<file path="src/rtl/mfg_pkg.sv">
// package for the rating error gradient accumulator
// types, sizes and mode codes shared by the core and its multiplier unit
package mfg_pkg;
    localparam int NUM_USERS = 256;
    localparam int NUM_ITEMS = 256;
    localparam int MAX_DIM   = 16;
    localparam int UW = $clog2(NUM_USERS);
    localparam int IW = $clog2(NUM_ITEMS);
    localparam int DW = $clog2(MAX_DIM);
    localparam int FUA = UW + DW;
    localparam int FIA = IW + DW;

    localparam logic [3:0] MODE_WR_UF = 4'd0;
    localparam logic [3:0] MODE_WR_IF = 4'd1;
    localparam logic [3:0] MODE_WR_UB = 4'd2;
    localparam logic [3:0] MODE_WR_IB = 4'd3;
    localparam logic [3:0] MODE_RATE  = 4'd4;
    localparam logic [3:0] MODE_RD_UF = 4'd5;
    localparam logic [3:0] MODE_RD_IF = 4'd6;
    localparam logic [3:0] MODE_RD_UB = 4'd7;
    localparam logic [3:0] MODE_RD_IB = 4'd8;

    localparam logic CFG_MEAN = 1'b0;
    localparam logic CFG_DIM  = 1'b1;

    localparam logic signed [63:0] ACC_MAX = 64'sd140737488355327;
    localparam logic signed [63:0] ACC_MIN = -64'sd140737488355328;

    // saturate a 64-bit value to 48 bits
    function automatic logic signed [47:0] sat48(input logic signed [63:0] x);
        logic signed [63:0] r;
        begin
            r = x;
            if (x > ACC_MAX) r = ACC_MAX;
            else if (x < ACC_MIN) r = ACC_MIN;
            sat48 = r[47:0];
        end
    endfunction
endpackage

</file>
<file path="src/rtl/mfg_mul.sv">
// registered 32x32 signed multiplier with floor shift by 16
// depends on mfg_pkg
module mfg_mul (
    input  logic               clk,
    input  logic signed [31:0] a,
    input  logic signed [31:0] b,
    output logic signed [47:0] p
);
    import mfg_pkg::*;
    logic signed [63:0] prod;

    // arithmetic shift is floor division by 65536
    assign prod = a * b;
    always_ff @(posedge clk)
    begin
        p <= prod[63:16];
    end
endmodule

</file>
<file path="config.mk">
export PLATFORM = sky130hd
export DESIGN_NAME = mfg_mul
export DESIGN_NICKNAME = d
export VERILOG_FILES = /design/src/rtl/mfg_pkg.sv /design/src/rtl/mfg_mul.sv
export SDC_FILE = /design/constraint.sdc
export NUM_CORES = 2
export LEC_CHECK = 0
export BUFFER_PORTS_ARGS = -buffer_cell sky130_fd_sc_hd__buf_2
export CAP_MARGIN = 20
export CORE_ASPECT_RATIO = 0.8
export CORE_MARGIN = 1
export CORE_UTILIZATION = 45
export CTS_CLUSTER_SIZE = 30
export DETAILED_ROUTE_END_ITERATION = 10
export SYNTH_ARGS = -nofsm -noshare
export SYNTH_HDL_FRONTEND = slang
export SYNTH_SLANG_ARGS = --single-unit
</file>
<file path="constraint.sdc">
create_clock -name clk -period 18.3 [get_ports clk]
set_clock_uncertainty 0.05 [all_clocks]
set_input_delay 0.915 -clock clk [delete_from_list [all_inputs] [get_ports clk]]
set_output_delay 0.915 -clock clk [all_outputs]
set_load 0.02 [all_outputs]
</file>
Word level (Yosys, flattened, before mapping)
Index checks and enable logic that the tools add are counted.
- $mul: 1
- operators with widths (operator ; number):
    $mul 32x32->64 ; 1
- flip-flop bits (word level): 48
- output and inout bits: 48

Logic depth before layout (Yosys ltp)
- word-level depth: 1
- mapped depth: 27
- mapped depth without buffers: 26

Least setup slack after synthesis
Ideal clock, no wire load.
- kind: in2reg
- from: input port a[31]
- to: register p[47]
- library setup time: 0.121 ns
- arrival: 8.017 ns
- slack: 10.112 ns
- stages: 27
- path buffers: 1
- cell sequence: clkbuf_1 > nand2_1 > inv_1 > fa_1 > inv_1 > fa_1 > inv_1 > fa_1 > fa_1 > inv_1 > fa_1 > inv_1 > fa_1 > inv_1 > fa_1 > inv_1 > fa_1 > ha_1 > a21oi_1 > o211a_1 > o31ai_1 > a221oi_1 > a21oi_1 > o21ai_0 > o21ai_1 > o41a_1 > xnor2_1
- cells in the longest elaborated chain, start to end: 1
- ends and longest elaborated chain (element ; RTL line ; text):
    start, declared ; mfg_mul.sv:5 ; input logic signed [31:0] a,
    $mul 32x32->64 ; mfg_mul.sv:13 ; assign prod = a * b;
    net prod[63] ; mfg_mul.sv:10 ; logic signed [63:0] prod;
    end signal, assigned ; mfg_mul.sv:16 ; p <= prod[63:16];
    end, declared ; mfg_mul.sv:7 ; output logic signed [47:0] p
The timed path passes the listed nets, and every way through them passes these cells.

Worst setup path in the final report
- from: input port b[2]
- to: register p[47]
- cells in the longest elaborated chain, start to end: 1
- ends and longest elaborated chain (element ; RTL line ; text):
    start, declared ; mfg_mul.sv:6 ; input logic signed [31:0] b,
    $mul 32x32->64 ; mfg_mul.sv:13 ;
    net prod[63] ; mfg_mul.sv:10 ;
The timed path passes the listed nets, and every way through them passes these cells.

==> flow_metrics.env <==
export IMPL_setup_ws_ns=9.06
export IMPL_syn_avg_cell_area_um2=9.56
export IMPL_num_nets_final=5080
export IMPL_status="finished, final reports clean"
export IMPL_critPathLaunchType="input pin"
export IMPL_antenna_found_initial=1
export IMPL_top_register="p"
export IMPL_ant_nets=0
export IMPL_top_regs="p (48)"
export IMPL_relSlewSlack=0.336
export IMPL_critical_path_class="input pin to flop"
export IMPL_synth_area_top_cells="fa_1, inv_1, and2_1, ha_1, nand2_1"
export IMPL_hpwl_um=80600
export IMPL_final_max_slew_viol_count=0
export IMPL_crit_path_top_delay_cell="fa_1"
export IMPL_utilization=0.472
export IMPL_grt_pass1_vias=26900
export IMPL_ys_seq_elements=48
export IMPL_wl_per_cell_um=20.7
export IMPL_synth_seq_area_share=0.0263
export IMPL_drt_first_pass_iters=6
export IMPL_syn_to_final_growth_pct=4.01
export IMPL_syn_inst=3820
export IMPL_synthArstFlopShare=0
export IMPL_numCtsBuffers=5
export IMPL_critical_path_top_delay_family="adder cells"
export IMPL_clock_root_buffer="clkbuf_16"
export IMPL_largest_register_ff_count=48
export IMPL_synth_edf_count=0
export IMPL_fp_dieArea_um2=82300
export IMPL_yosysMostFrequentCell="fa_1"
export IMPL_layout_drive_gt1_share=0.0397
export IMPL_finalHoldWorstSlack_ns=1.64
export IMPL_overflow=0
export IMPL_required_ns=18.49
export IMPL_worst_pin_slew_ns=0.990
export IMPL_hold_violations=0
export IMPL_die_x_um=320
export IMPL_ys_flop_type="dfxtp_1"
export IMPL_ctsHtreeMaxLevel=2
export IMPL_max_freq_mhz=108
export IMPL_crit_path_frequent_cell="fa_1"
export IMPL_worstHoldPathType="flop to output port"
export IMPL_core_area_um2=80400
export IMPL_syn_num_nets=5146
export IMPL_wirelength_um=100000
export IMPL_row_count=93
export IMPL_ys_top_cells_by_count="fa_1, inv_1, nand2_1"
export IMPL_tns_ns=0
export IMPL_synth_top_area_share=0.593
export IMPL_cts_tree="done"
export IMPL_setup_viol_count_final=0
export IMPL_path_buf_inv=6
export IMPL_cts_hold_buf=0
export IMPL_grt_max_degree=33
export IMPL_synth_area_um2=36500
export IMPL_period_share=0.505
export IMPL_clk_path_buf_depth=2
export IMPL_port_buffers=112
export IMPL_crit_arrival_ns=9.43
export IMPL_crit_path_end_kind="flop"
export IMPL_drt_initial_drc_count=1930
export IMPL_gp_congestion=0.938
export IMPL_io_pins=113
export IMPL_die_h_um=257
export IMPL_period_needed_ns=9.24
export IMPL_cp_slowest_stage_delay_ns=1.02
export IMPL_num_vias=24800
export IMPL_ys_warn_count=0
export IMPL_maxCapViolCount=0
export IMPL_rsz0062_at_grt="false"
export IMPL_drt_vias_per_instance=5.11
export IMPL_clk_pin_slew_ns=0.09
export IMPL_pre_cts_ws_ns=8.79
export IMPL_cts_resized_gates=0
export IMPL_clkSinkCount=48
export IMPL_post_cts_buffers=0
export IMPL_grt_first_pass_wirelength_um=163000
export IMPL_synth_largest_area_cell="fa_1"
export IMPL_initial_core_util=0.454
export IMPL_grtUsageTotal=0.263
export IMPL_yosysUniqueCellTypes=54
export IMPL_cp_max_fo=32
export IMPL_drc=0
## logic make-up after synthesis
logic type | Yosys count | synth area share
fa+ha+maj | 1261 | 0.655
buf+inv | 1155 | 0.119
simple gates | 1140 | 0.157
compound gates | 153 | 0.0282
xor+xnor | 63 | 0.0151
flops | 48 | 0.0263
## routing by layer
metal,vias up,part of all wire,track usage,routed length [µm]
met5,-,0,0,0
met3,53,0.11,0.0692,10700
met1,13100,0.49,0.426,48900
met4,0,0.0092,0.0268,925
li1,10700,-,-,-
met2,1007,0.40,0.358,39700
## final timing paths
check	start	to	slack, ns	cells past startpoint
min	p[17]	p[17]	1.64	1
max	b[2]	p[47]	9.06	25
## layout make-up
| type | count | area (µm²) |
|---|---|---|
| Tap cell | 1092 | 1370 |
| Fill cell | 7656 | 42400 |
| Clock inverter | 2 | 15.0 |
| Sequential cell | 48 | 961 |
| Clock buffer | 6 | 139 |
| Inverter | 950 | 3570 |
| Multi-Input combinational cell | 2617 | 31200 |
| Timing Repair Buffer | 132 | 711 |
| Antenna cell | 1 | 2.50 |
## placed cells by master (no fill, tap or decap), drive strengths merged, types with 3 or more instances in the layout
master / synthesis / routed
and2: 513 / 513
o2111ai: 3 / 3
o211ai: 3 / 3
and3: 7 / 7
ha: 180 / 180
dfxtp: 48 / 48
xnor2: 40 / 40
a221oi: 3 / 3
a211oi: 5 / 5
clkbuf: 201 / 6
nand2b: 12 / 12
nand3: 12 / 12
o21a: 6 / 6
o21ai: 30 / 30
nand2: 513 / 513
o211a: 3 / 3
nor2: 46 / 46
nor2b: 4 / 4
o31ai: 5 / 5
a21o: 21 / 21
inv: 950 / 950
o21bai: 8 / 8
buf: 4 / 132
nor4: 3 / 3
nor3: 7 / 7
fa: 1081 / 1081
xor2: 23 / 23
nand4b: 3 / 3
a21oi: 48 / 48
nand4: 14 / 14
## through the flow
step | instance area, µm² | std cells
CTS | 38000 | 4847
floorplan | 36500 | 3820
global route | 38000 | 4848
detailed placement | 37800 | 4839
finish | 38000 | 4848
global placement | 37800 | 4839
Power is left out: the tool's default activity adds up to more than one toggle a clock period on the data nets, which glitch-free logic cannot reach.
